$ cat src/hdl/svbs_queue.sv
// Small register FIFO decoupling the front half from the back half.
module svbs_queue #(
  parameter int WIDTH = 8,
  parameter int DEPTH = 2
) (
  input  logic             clk_i,
  input  logic             rst_ni,
  input  logic             push_valid_i,
  output logic             push_ready_o,
  input  logic [WIDTH-1:0] push_data_i,
  output logic             pop_valid_o,
  input  logic             pop_ready_i,
  output logic [WIDTH-1:0] pop_data_o
);

  localparam int PTR_W = (DEPTH > 1) ? $clog2(DEPTH) : 1;
  localparam int CNT_W = $clog2(DEPTH + 1);

  logic [WIDTH-1:0] mem_q [DEPTH];
  logic [PTR_W-1:0] wr_q, wr_d, rd_q, rd_d;
  logic [CNT_W-1:0] cnt_q, cnt_d;
  logic             push, pop;

  assign push_ready_o = (cnt_q != CNT_W'(DEPTH));
  assign pop_valid_o  = (cnt_q != '0);
  assign push         = push_valid_i && push_ready_o;
  assign pop          = pop_ready_i && pop_valid_o;
  assign pop_data_o   = mem_q[rd_q];

  always_comb begin
    wr_d  = wr_q;
    rd_d  = rd_q;
    cnt_d = cnt_q;
    if (push) begin
      wr_d = (wr_q == PTR_W'(DEPTH - 1)) ? '0 : wr_q + 1'b1;
    end
    if (pop) begin
      rd_d = (rd_q == PTR_W'(DEPTH - 1)) ? '0 : rd_q + 1'b1;
    end
    if (push && !pop) begin
      cnt_d = cnt_q + 1'b1;
    end else if (pop && !push) begin
      cnt_d = cnt_q - 1'b1;
    end
  end

  always_ff @(posedge clk_i or negedge rst_ni) begin
    if (!rst_ni) begin
      wr_q  <= '0;
      rd_q  <= '0;
      cnt_q <= '0;
    end else begin
      wr_q  <= wr_d;
      rd_q  <= rd_d;
      cnt_q <= cnt_d;
    end
  end

  always_ff @(posedge clk_i) begin
    if (push) begin
      mem_q[wr_q] <= push_data_i;
    end
  end

endmodule

$ cat config.mk
export PLATFORM = sky130hd
export DESIGN_NAME = svbs_queue
export DESIGN_NICKNAME = d
export VERILOG_FILES = /design/src/hdl/svbs_queue.sv
export SDC_FILE = /design/constraint.sdc
export NUM_CORES = 1
export LEC_CHECK = 0
export BUFFER_PORTS_ARGS = -buffer_cell sky130_fd_sc_hd__clkbuf_2
export CAP_MARGIN = 25
export CELL_PAD_IN_SITES_DETAIL_PLACEMENT = 1
export CELL_PAD_IN_SITES_GLOBAL_PLACEMENT = 1
export CORE_AREA = 2 2 51 44
export DETAILED_ROUTE_END_ITERATION = 12
export DIE_AREA = 0 0 53 46
export PLACE_DENSITY = 0.8
export SYNTH_ARGS = -nofsm -noshare
export SYNTH_HDL_FRONTEND = slang
export SYNTH_SLANG_ARGS = --single-unit
$ cat constraint.sdc
create_clock -name clk_i -period 3.2 [get_ports clk_i]
set_input_delay 0.48 -clock clk_i [delete_from_list [all_inputs] [get_ports clk_i]]
set_output_delay 0.48 -clock clk_i [all_outputs]
set_load 0.005 [all_outputs]
==> results.rst <==
.. list-table::
   :header-rows: 1

   * - Metric
     - Value
   * - Data arrival time at the worst-slack endpoint
     - 1.37 ns
   * - Sequential Power Share
     - 0.528
   * - Average detailed-routed wire length per instance
     - 12.8 µm
   * - Number of buffer cells added on primary ports
     - 21
   * - Register area share after synthesis
     - 0.738
   * - Post-route worst setup slack
     - 1.35 ns
   * - Critical Path End Type
     - output pin
   * - TritonCTS Buffers
     - 3
   * - Top cells by area, synth
     - edfxtp_1 (61%), dfrtp_1 (13%), mux2_2 (11%), xnor2_1 (3.3%), xor2_1 (2.2%)
   * - Setup repair after global routing missed its margin
     - false
   * - Fraction of final layout cells sized beyond drive strength 1
     - 0.515
   * - Final instance area
     - 955 µm²
   * - Width of the chip
     - 53 µm
   * - Slowest stage cell, crit path
     - dfrtp_1
   * - Largest net degree at the start of global routing
     - 12
   * - Initial cell density of the core
     - 0.399
   * - Pwr dens
     - 835 mW/mm²
   * - Drc violations
     - 0
   * - Initial antenna violation count
     - 0
   * - Count of standard-cell rows
     - 15
   * - Leading cell type in the layout, fill and taps excluded
     - clkbuf_2
   * - Fraction of power spent switching nets
     - 0.296
   * - Reported net switching power
     - 236 µW
   * - Critical setup path kind
     - reg -> out
   * - Clock Tree Buf Depth
     - 2
   * - Synth top area share
     - 0.610
   * - Peak VDD IR
     - 0.000402 V
   * - Most area-hungry cell type in the Yosys netlist
     - edfxtp_1
   * - Setup total negative slack
     - 0 ns
   * - Vias
     - 418
   * - Max incr delay on CP
     - 0.59 ns
   * - Chip height
     - 46 µm
   * - Top achievable clock speed
     - 0.542 GHz
   * - Antenna cells
     - 0
   * - Design internal power
     - 561 µW
   * - Max-cap viol count
     - 0
   * - Max-slew violation total from the final report
     - 0
   * - Mean Syn Cell Area
     - 18.3 µm²
   * - Count of H-tree levels built during CTS
     - 1
   * - Yosys reg bits
     - 20
   * - Warnings from Yosys
     - 0
   * - Router iterations before antenna repair
     - 2
   * - Worst Clk Skew
     - 0.0101 ns
   * - Violation count after the first detailed-routing iteration
     - 9
   * - Remaining max-slew budget at the tightest pin
     - 0.545
   * - Most used cells in the layout excluding fill and tap cells
     - clkbuf_2 (21), edfxtp_1 (16), mux2_2 (8)
   * - Clock tree from TritonCTS
     - built
   * - Total Routing Usage GR
     - 0.121
   * - Cells after synthesis
     - 43
   * - Leak
     - 0.394 nW
   * - Overflow after GRT
     - 0
   * - Wire length of the first global-routing pass
     - 1.99 mm
   * - Clock tree root buffer cell
     - clkbuf_4
   * - Post-synthesis cell area
     - 787 µm²
   * - Number of failing hold endpoints at the final stage
     - 0
   * - Placeable core region
     - 0.00197 mm²
   * - Post-layout net count
     - 82
   * - Crit share post-route
     - 0.577
   * - Setup Viol. Count Final
     - 0
   * - Worst path required time
     - 2.72 ns
   * - Least-Margin Pin Slew
     - 0.681 ns
   * - Syn Nets
     - 56
   * - Part of the total power dissipated in combinational logic
     - 0.329
   * - Placer's final routability congestion estimate
     - 0.656
   * - Crit-path cells
     - mux2_2, clkbuf_2
   * - Vias per inst
     - 4.49
   * - Clock period minus worst slack
     - 1.85 ns
   * - Largest fanout on the critical path
     - 9
   * - Count of unique library cells instantiated by Yosys
     - 14
   * - Worst-case setup slack after placement
     - 1.58 ns
   * - Clock power frac
     - 0.143
   * - I/O pin total
     - 22
   * - HP Class
     - in -> reg
   * - Setup crit start kind
     - flip-flop
   * - Post-detailed-routing wire length
     - 1.19 mm
   * - Residual antenna-violating net count after detailed routing
     - 0
   * - Number of sinks driven by the clock tree
     - 20
   * - Insertion delay to the later sink of the worst-skew pair
     - 0.29 ns
   * - Number of post-CTS setup repair buffers
     - 0
   * - CTS-repair resized insts
     - 0
   * - Die Footprint
     - 0.00244 mm²
   * - Synth-to-layout area growth
     - 21.3%
   * - Vias in the first global route
     - 429
   * - Number of hold-repair buffers added at the cts stage
     - 1
   * - Result of the run
     - finished, final reports clean
   * - Cell area after placement
     - 918 µm²
   * - Clk slew on worst S/H paths
     - 0.11 ns
critical path: cells and delay by family (launching register included):
kind / cells / cell delay (ns)
multiplexers: 1 / 0.39
buffers and inverters: 1 / 0.11
flip-flops: 1 / 0.59
metrics by stage:
step / instances / hold WS [ns] / utilization / power (mW)
finish: 93 / 0.376 / 0.484 / 0.797
global route: 93 / 0.359 / 0.484 / 0.861
CTS: 93 / 0.366 / 0.484 / 0.814
detailed placement: 88 / 0.291 / 0.466 / 0.698
global placement: 88 / 0.291 / 0.466 / 0.684
floorplan: 43 / 0.184 / - / 0.598
worst paths after layout:
kind                       cells past startpoint           start  slack (ns)             to
max                                            2            rd_q        1.35  pop_data_o[0]
min                                            1  push_data_i[6]        0.38    mem_q[1][6]
max reg2reg                                    3        cnt_q[0]        1.61    mem_q[0][1]
min reg2reg                                    1            wr_q        0.52           wr_q
max in group asynchronous                      2          rst_ni        2.56           rd_q
min in group asynchronous                      2          rst_ni        0.51           wr_q
cell usage after synthesis:
library cell,count
nand2_1,1
or2_4,1
xnor2_1,3
nor2_1,2
dfrtp_1,4
edfxtp_1,16
and3_1,1
ha_1,1
mux2_2,8
nand2b_4,1
inv_1,1
nand2_4,1
buf_2,1
xor2_1,2
sequential cells by signal, indices dropped and copies added (netlist names):
register / cells
wr_q: 1
mem_q: 16
cnt_q: 2
rd_q: 1
final cells by class:
class,instances,area (µm²)
Clock buffer,3,22.5
Clock inverter,1,3.75
Fill cell,216,1020
Inverter,1,3.75
Multi-Input combinational cell,21,198
Sequential cell,20,581
Tap cell,25,31.3
Timing Repair Buffer,22,115
cell families (layout without fill, tap and decap cells):
logic type / after synthesis / count (layout) / share of synthesized area
fa+ha+maj: 1 / 1 / 0.0159
flops: 20 / 20 / 0.738
mux: 8 / 8 / 0.114
buf+inv: 2 / 27 / 0.0111
xor+xnor: 5 / 5 / 0.0557
simple gates: 7 / 7 / 0.0652
power groups by stage:
stage | Combinational [mW] | Clock [mW] | Sequential, mW
after CTS | 0.272 | 0.120 | 0.423
after floorplan | 0.202 | 0 | 0.396
after global routing | 0.298 | 0.129 | 0.434
final | 0.262 | 0.114 | 0.420
after detailed placement | 0.269 | 0 | 0.429
after global placement | 0.260 | 0 | 0.424
metal layers:
metal  part of all wire  vias to the layer above  track usage
met5                  0                        -            0
met4                  0                        0       0.0615
met3              0.039                        0       0.0197
met2               0.51                       12        0.200
met1               0.45                      199        0.154
li1                   -                      207            -
Note: power is estimated with default switching activity, not from simulation.
