### config.mk
export PLATFORM = sky130hd
export DESIGN_NAME = svbs_front
export DESIGN_NICKNAME = d
export VERILOG_FILES = /design/src/hdl/svbs_pkg.sv /design/src/hdl/svbs_front.sv
export SDC_FILE = /design/constraint.sdc
export NUM_CORES = 2
export LEC_CHECK = 0
export BUFFER_PORTS_ARGS = -buffer_cell sky130_fd_sc_hd__buf_2
export CAP_MARGIN = 40
export CORE_MARGIN = 2
export CORE_UTILIZATION = 59
export DETAILED_ROUTE_END_ITERATION = 12
export PLACE_DENSITY = 0.77
export RECOVER_POWER = 50
export SLEW_MARGIN = 10
export SYNTH_ARGS = -nofsm -noshare
export SYNTH_HDL_FRONTEND = slang
export SYNTH_SLANG_ARGS = --single-unit
### constraint.sdc
create_clock -name clk_i -period 16 [get_ports clk_i]
set_clock_uncertainty 0.1 [all_clocks]
set_input_delay 1.6 -clock clk_i [delete_from_list [all_inputs] [get_ports clk_i]]
set_output_delay 1.6 -clock clk_i [all_outputs]
set_load 0.01 [all_outputs]
### src/hdl/svbs_pkg.sv
// Shared types, constants and defaults for the sparse voxel block store.
package svbs_pkg;

  // Default sizes for the top-level parameters
  localparam int SVBS_BLOCK_EDGE       = 4;
  localparam int SVBS_GRID_EDGE_VOXELS = 32;
  localparam int SVBS_POOL_BLOCKS      = 64;

  // Entries in the queue between the front and back halves
  localparam int SVBS_QUEUE_DEPTH = 2;

  localparam int CFG_INDEX_W = 3;
  localparam int CFG_DATA_W  = 32;

  // Register reset values
  localparam logic signed [23:0] ORIGIN_RST       = 24'sd0;
  localparam logic [15:0]        INV_SCALE_RST    = 16'd256;
  localparam logic [31:0]        INITIAL_WORD_RST = 32'hBF80_0000;  // -1.0
  localparam logic [31:0]        ERROR_WORD_RST   = 32'h7FC0_0000;  // quiet NaN

  typedef enum logic [CFG_INDEX_W-1:0] {
    CFG_ORIGIN_X        = 3'd0,
    CFG_ORIGIN_Y        = 3'd1,
    CFG_ORIGIN_Z        = 3'd2,
    CFG_INV_VOXEL_SCALE = 3'd3,
    CFG_INITIAL_WORD    = 3'd4,
    CFG_ERROR_WORD      = 3'd5
  } cfg_idx_e;

  typedef enum logic {
    KIND_READ  = 1'b0,
    KIND_WRITE = 1'b1
  } kind_e;

  typedef enum logic [1:0] {
    ST_OK        = 2'd0,
    ST_ABSENT    = 2'd1,
    ST_OUTSIDE   = 2'd2,
    ST_POOL_FULL = 2'd3
  } status_e;

  typedef enum logic [1:0] {
    BS_CLEAR,
    BS_IDLE,
    BS_LOOK,
    BS_ACC
  } back_state_e;

  typedef struct packed {
    logic signed [23:0] origin_x;
    logic signed [23:0] origin_y;
    logic signed [23:0] origin_z;
    logic [15:0]        inv_voxel_scale;
    logic [31:0]        initial_word;
    logic [31:0]        error_word;
  } cfg_t;

  typedef struct packed {
    kind_e              kind;
    logic signed [23:0] coord_x;
    logic signed [23:0] coord_y;
    logic signed [23:0] coord_z;
    logic [31:0]        write_word;
  } in_item_t;

  typedef struct packed {
    logic [31:0] read_word;
    status_e     status;
  } out_item_t;

endpackage

### src/hdl/svbs_front.sv
// Front half: maps a point to a voxel, checks the grid bound, splits key and offset.
module svbs_front
  import svbs_pkg::*;
#(
  parameter int BLOCK_EDGE       = SVBS_BLOCK_EDGE,
  parameter int GRID_EDGE_VOXELS = SVBS_GRID_EDGE_VOXELS,
  localparam int NB        = (GRID_EDGE_VOXELS + BLOCK_EDGE - 1) / BLOCK_EDGE,
  localparam int DIR_DEPTH = NB * NB * NB,
  localparam int DIR_AW    = (DIR_DEPTH > 1) ? $clog2(DIR_DEPTH) : 1,
  localparam int BV        = BLOCK_EDGE * BLOCK_EDGE * BLOCK_EDGE,
  localparam int OFF_W     = $clog2(BV),
  localparam int QW        = 34 + DIR_AW + OFF_W
) (
  input  logic          clk_i,
  input  logic          rst_ni,
  input  cfg_t          cfg_i,
  input  logic          clearing_i,
  input  logic          in_valid_i,
  output logic          in_ready_o,
  input  in_item_t      in_data_i,
  output logic          q_valid_o,
  input  logic          q_ready_i,
  output logic [QW-1:0] q_data_o
);

  localparam int IDX_W = $clog2(GRID_EDGE_VOXELS);
  localparam int RK    = IDX_W + 2;              // reciprocal fraction bits
  localparam int RECIP = (1 << RK) / BLOCK_EDGE;
  localparam int PW    = IDX_W + RK;
  localparam int RW    = IDX_W + 4;
  localparam int NB_W  = (NB > 1) ? $clog2(NB) : 1;
  localparam int BE_W  = $clog2(BLOCK_EDGE);
  localparam int RND_W = 26;

  logic       en;
  logic       accept;
  logic [4:0] stg_v_q;

  logic signed [23:0] coord [3];
  logic signed [23:0] org   [3];

  logic signed [24:0] diff_d [3];
  logic signed [24:0] diff_q [3];
  logic signed [41:0] prod_d [3];
  logic signed [41:0] prod_q [3];
  logic [IDX_W-1:0]   idx3_d [3];
  logic [IDX_W-1:0]   idx3_q [3];
  logic [2:0]         lane_out;
  logic [IDX_W-1:0]   q0_d   [3];
  logic [IDX_W-1:0]   q0_q   [3];
  logic [IDX_W-1:0]   idx4_q [3];
  logic [NB_W-1:0]    blk_d  [3];
  logic [NB_W-1:0]    blk_q  [3];
  logic [BE_W-1:0]    ofs_d  [3];
  logic [BE_W-1:0]    ofs_q  [3];

  kind_e       kind_q [5];
  logic [31:0] word_q [5];
  logic        out3_q, out4_q, out5_q;

  logic [DIR_AW-1:0] key;
  logic [OFF_W-1:0]  off;

  // whole pipe stalls only when the last stage cannot enter the queue
  assign en         = !stg_v_q[4] || q_ready_i;
  assign in_ready_o = en && !clearing_i;
  assign accept     = in_valid_i && in_ready_o;

  assign coord[0] = in_data_i.coord_x;
  assign coord[1] = in_data_i.coord_y;
  assign coord[2] = in_data_i.coord_z;
  assign org[0]   = cfg_i.origin_x;
  assign org[1]   = cfg_i.origin_y;
  assign org[2]   = cfg_i.origin_z;

  always_comb begin
    logic        neg;
    logic [41:0] mag;
    logic [41:0] sum;
    logic [RND_W-1:0] rnd;
    logic [PW-1:0]    rp;
    logic [RW-1:0]    r0;
    logic             fix;
    for (int a = 0; a < 3; a++) begin
      // stage 1: offset from origin
      diff_d[a] = {coord[a][23], coord[a]} - {org[a][23], org[a]};
      // stage 2: scale, Q.16 product
      prod_d[a] = diff_q[a] * $signed({1'b0, cfg_i.inv_voxel_scale});
      // stage 3: round half away from zero, grid bound
      neg         = prod_q[a][41];
      mag         = neg ? 42'(-prod_q[a]) : 42'(prod_q[a]);
      sum         = mag + 42'h8000;
      rnd         = sum[41:16];
      lane_out[a] = (neg && (rnd != '0)) || (rnd >= RND_W'(GRID_EDGE_VOXELS));
      idx3_d[a]   = rnd[IDX_W-1:0];
      // stage 4: quotient estimate by reciprocal, may be one low
      rp      = PW'(idx3_q[a]) * PW'(RECIP);
      q0_d[a] = rp[RK +: IDX_W];
      // stage 5: one correction step
      r0       = RW'(idx4_q[a]) - RW'(q0_q[a]) * RW'(BLOCK_EDGE);
      fix      = (r0 >= RW'(BLOCK_EDGE));
      blk_d[a] = NB_W'(RW'(q0_q[a]) + RW'(fix));
      ofs_d[a] = fix ? BE_W'(r0 - RW'(BLOCK_EDGE)) : BE_W'(r0);
    end
  end

  always_ff @(posedge clk_i or negedge rst_ni) begin
    if (!rst_ni) begin
      stg_v_q <= '0;
    end else if (en) begin
      stg_v_q <= {stg_v_q[3:0], accept};
    end
  end

  always_ff @(posedge clk_i) begin
    if (en) begin
      for (int a = 0; a < 3; a++) begin
        diff_q[a] <= diff_d[a];
        prod_q[a] <= prod_d[a];
        idx3_q[a] <= idx3_d[a];
        q0_q[a]   <= q0_d[a];
        idx4_q[a] <= idx3_q[a];
        blk_q[a]  <= blk_d[a];
        ofs_q[a]  <= ofs_d[a];
      end
      kind_q[0] <= in_data_i.kind;
      word_q[0] <= in_data_i.write_word;
      for (int s = 1; s < 5; s++) begin
        kind_q[s] <= kind_q[s-1];
        word_q[s] <= word_q[s-1];
      end
      out3_q <= |lane_out;
      out4_q <= out3_q;
      out5_q <= out4_q;
    end
  end

  assign key = DIR_AW'(blk_q[0])
             + DIR_AW'(blk_q[1]) * DIR_AW'(NB)
             + DIR_AW'(blk_q[2]) * DIR_AW'(NB * NB);
  assign off = OFF_W'(ofs_q[0])
             + OFF_W'(ofs_q[1]) * OFF_W'(BLOCK_EDGE)
             + OFF_W'(ofs_q[2]) * OFF_W'(BLOCK_EDGE * BLOCK_EDGE);

  assign q_valid_o = stg_v_q[4];
  assign q_data_o  = {kind_q[4], out5_q, key, off, word_q[4]};

endmodule

==> impl_metrics.csv <==
group,metric,value,unit
timing,max-slew-margin-rel,-1.455,
global_route,antenna_found_initial,0,
placed_design,placed_area,66450,sq um
clock_tree,tritoncts,"yes",
global_route,grt_max_degree,76,
timing,unrepaired_setup_endpoints_after_global_routing,"false",
routing,num_vias,45870,
clock_tree,clock_input_transition_at_the_sequential_cells_of_the_worst_setup_and_hold_paths,60,ps
yosys,synthCells,6681,
clock_tree,cts_resized,0,
run_status,status,"complete, but fails checks",
timing,finalCritPeriodShare,0.6581,
placed_design,io_buffers,248,
yosys,syn-mean-instance-area,9.629,sq um
yosys,synth_enable_flop_cells,414,
yosys,synth.ff_latch_count,419,
worst_setup_path,worstSetupPathType,"in -> reg",
routing,drt_pre_antenna_iters,5,
finish,layoutNonFillerInstCount,8175,
die,initial_utilization,0.5926,
flow_run,drv.max_cap_violation_count,5,
finish,fraction_of_final_layout_cells_with_drive_strength_greater_than_1,0.05591,
routing,via_per_inst,5.611,
worst_setup_path,regToRegStartpoint,"diff_q[0][57]",
placed_design,dpl.cell_count,8077,
die,ioPinCount,313,
clock_tree,clkSinkCount,419,
yosys,net_count_synth,8503,
die,core_area,108600,sq um
finish,fillCellCount,8725,
global_route,globalRoute.totalOverflow,0,
min_path,timing.hold.worst.start,"word_q[0][127]",
routing,drcViolationCount,0,
yosys,ys_warn_count,0,
yosys,netlist.top_cell.by_area,"sky130_fd_sc_hd__fa_1",
routing,antenna_violating_nets_post_route,0,
worst_setup_path,critical_path.startpoint,"cfg_i[64]",
placed_design,detailedPlacementHpwl,113.9,mm
timing,final_max_slew_viol_count,274,
global_route,grt_first_pass_wirelength,245.7,mm
timing,hold_ws,313.0,ps
worst_setup_path,timing.critical_path.to_type,"flop",
timing,setup_viol_count_final,0,
yosys,post-synth-top-count-cell,"sky130_fd_sc_hd__inv_1",
clock_tree,tritoncts.num_buffers,51,
yosys,ys_async_sr_fraction,0.01193,
timing,fin_crit,10530,ps
routing,dr.first_iter.drc_count,3213,
finish,area.growth.synth_to_final,5.814,%
die,rows,121,
clock_tree,post_cts_buffers,0,
min_path,holdCritPathClass,"reg -> reg",
die,die_h,334.2,um
die,die_area,111700,sq um
finish,postLayoutCellArea,68070,sq um
timing,worstMarginPinSlew,3682,ps
yosys,synth.cells.most_frequent,"1544 x sky130_fd_sc_hd__inv_1, 1176 x sky130_fd_sc_hd__fa_1, 871 x sky130_fd_sc_hd__nand2_1",
routing,post_drt_wl_per_cell,17.98,um
global_route,most_heavily_used_metal_layer_in_global_routing,"met2",
finish,antenna_cells_inserted,0,
yosys,seq_area_frac_synth,0.1952,
placed_design,gpl.final_weighted_congestion,0.9085,
finish,layout.nets,8544,
yosys,synth_area,64330,sq um
timing,hold_viol,0,
global_route,gr-usage-met3,0.05108,
timing,total_neg_setup_slack,0,ps
routing,totalWireLength,147.0,mm
yosys,synth.area.top_cells,"sky130_fd_sc_hd__fa_1 37%, sky130_fd_sc_hd__edfxtp_1 19%, sky130_fd_sc_hd__inv_1 9.0%",
clock_tree,worst_skew_pair.late_latency,650,ps
clock_tree,clock_path_buffers,3,
worst_setup_path,setup.worst_path.start_class,"input pin",
timing,clock.fmax,94.97,MHz
clock_tree,cts_hold_buf,0,
global_route,grtUsageMet1,0.3712,
yosys,dominantRegCellSynth,"sky130_fd_sc_hd__edfxtp_1",
worst_setup_path,cp.required,16250,ps
clock_tree,cts.root.buffer_cell,"sky130_fd_sc_hd__clkbuf_16",
global_route,use_met2,0.4446,
run_status,failing_checks,"capacitance limit, slew limit",
global_route,first_global_vias,48960,
yosys,yosys.area.top_type_share,0.3660,
global_route,grt_use_total,0.2743,
clock_tree,number_of_h_tree_branching_levels,2,
die,floorplan.die.width,334.2,um
worst_setup_path,worstPathMaxFanout,44,
worst_setup_path,cp.arrival,10780,ps
yosys,ys_types,98,
[metrics by stage]
step / setup WS (ps) / utilization
floorplan: 447.7 / -
global placement: 6484 / 0.6104
detailed placement: 6350 / 0.6121
CTS: 6979 / 0.6272
global route: 4968 / 0.6271
finish: 5470 / 0.6271
[path summary, 6_finish.rpt]
kind,slack [ps],cells past startpoint,endpoint
worst max-delay path,5470,23,prod_q[0][82]
worst min-delay path,310,0,word_q[0][159]
worst max register to register,8210,24,prod_q[0][123]
worst min register to register,310,0,word_q[0][159]
max in group asynchronous,14860,1,stg_v_q[0]
min in group asynchronous,720,1,stg_v_q[4]
[layer usage]
metal,part of all wire,up-vias
met5,0,-
met4,0.036,0
met3,0.091,380
met2,0.46,2073
met1,0.41,22800
li1,-,20630
[worst max-delay path: stages]
cell and delay, ps:
sky130_fd_sc_hd__clkbuf_1 1490, sky130_fd_sc_hd__clkbuf_1 1890, sky130_fd_sc_hd__nand2_1 860, sky130_fd_sc_hd__fa_1 800, sky130_fd_sc_hd__inv_1 60, sky130_fd_sc_hd__fa_1 480, sky130_fd_sc_hd__fa_1 550, sky130_fd_sc_hd__inv_1 50
sky130_fd_sc_hd__fa_1 470, sky130_fd_sc_hd__inv_1 40, sky130_fd_sc_hd__ha_1 340, sky130_fd_sc_hd__a21o_1 190, sky130_fd_sc_hd__a21o_1 170, sky130_fd_sc_hd__a211o_1 320, sky130_fd_sc_hd__a21o_1 190, sky130_fd_sc_hd__a21oi_1 140
sky130_fd_sc_hd__o21a_1 140, sky130_fd_sc_hd__o21ai_0 120, sky130_fd_sc_hd__a211o_1 310, sky130_fd_sc_hd__nand2_1 110, sky130_fd_sc_hd__o2111ai_1 130, sky130_fd_sc_hd__a21oi_1 200, sky130_fd_sc_hd__xnor2_1 90
[sequential cells by signal (all words and copies together) (netlist names)]
signal and flops:
blk_q 9, diff_q 75, idx3_q 15, idx4_q 7, kind_q 5, ofs_q 6
out3_q 1, out4_q 1, out5_q 1, prod_q 126, q0_q 8, stg_v_q 5
word_q 160
[final cells by class]
| cell class | instances | area (sq um) | area share |
|---|---|---|---|
| multi-input cells | 4419 | 44690 | 0.6566 |
| flip-flops and latches | 419 | 12560 | 0.1845 |
| inverters | 1545 | 5799 | 0.08520 |
| well taps | 1414 | 1769 | 0.02599 |
| repair buffers | 286 | 1615 | 0.02373 |
| clock buffers | 58 | 1324 | 0.01945 |
| clock inverters | 34 | 312.8 | 0.004595 |
[logic make-up after synthesis]
group	synth area share
buffers and inverters	0.1099
DFF	0.1952
muxes	0.003754
AOI/OAI and AO/OA	0.06595
adders and majority gates	0.4407
and+or+nand+nor	0.1479
xor gates and xnor gates	0.03662
[layout by cell type, fill, tap and decap left out, types with 52 or more instances in the layout]
cell,netlist,layout
sky130_fd_sc_hd__xor2_1,83,83
sky130_fd_sc_hd__a21oi_1,169,169
sky130_fd_sc_hd__nor2_1,176,176
sky130_fd_sc_hd__ha_1,384,384
sky130_fd_sc_hd__edfxtp_1,414,414
sky130_fd_sc_hd__inv_1,1544,1544
sky130_fd_sc_hd__a21o_1,52,52
sky130_fd_sc_hd__xnor2_1,186,186
sky130_fd_sc_hd__nand3_1,74,74
sky130_fd_sc_hd__fa_1,1176,1176
sky130_fd_sc_hd__nor3_1,60,61
sky130_fd_sc_hd__o21ai_0,114,114
sky130_fd_sc_hd__and2_1,485,484
sky130_fd_sc_hd__buf_2,4,214
sky130_fd_sc_hd__nand2_1,871,871
sky130_fd_sc_hd__clkbuf_16,0,54
Power is not shown: default switching activity piles up to over one toggle a cycle in this logic, so the estimate is an artifact.
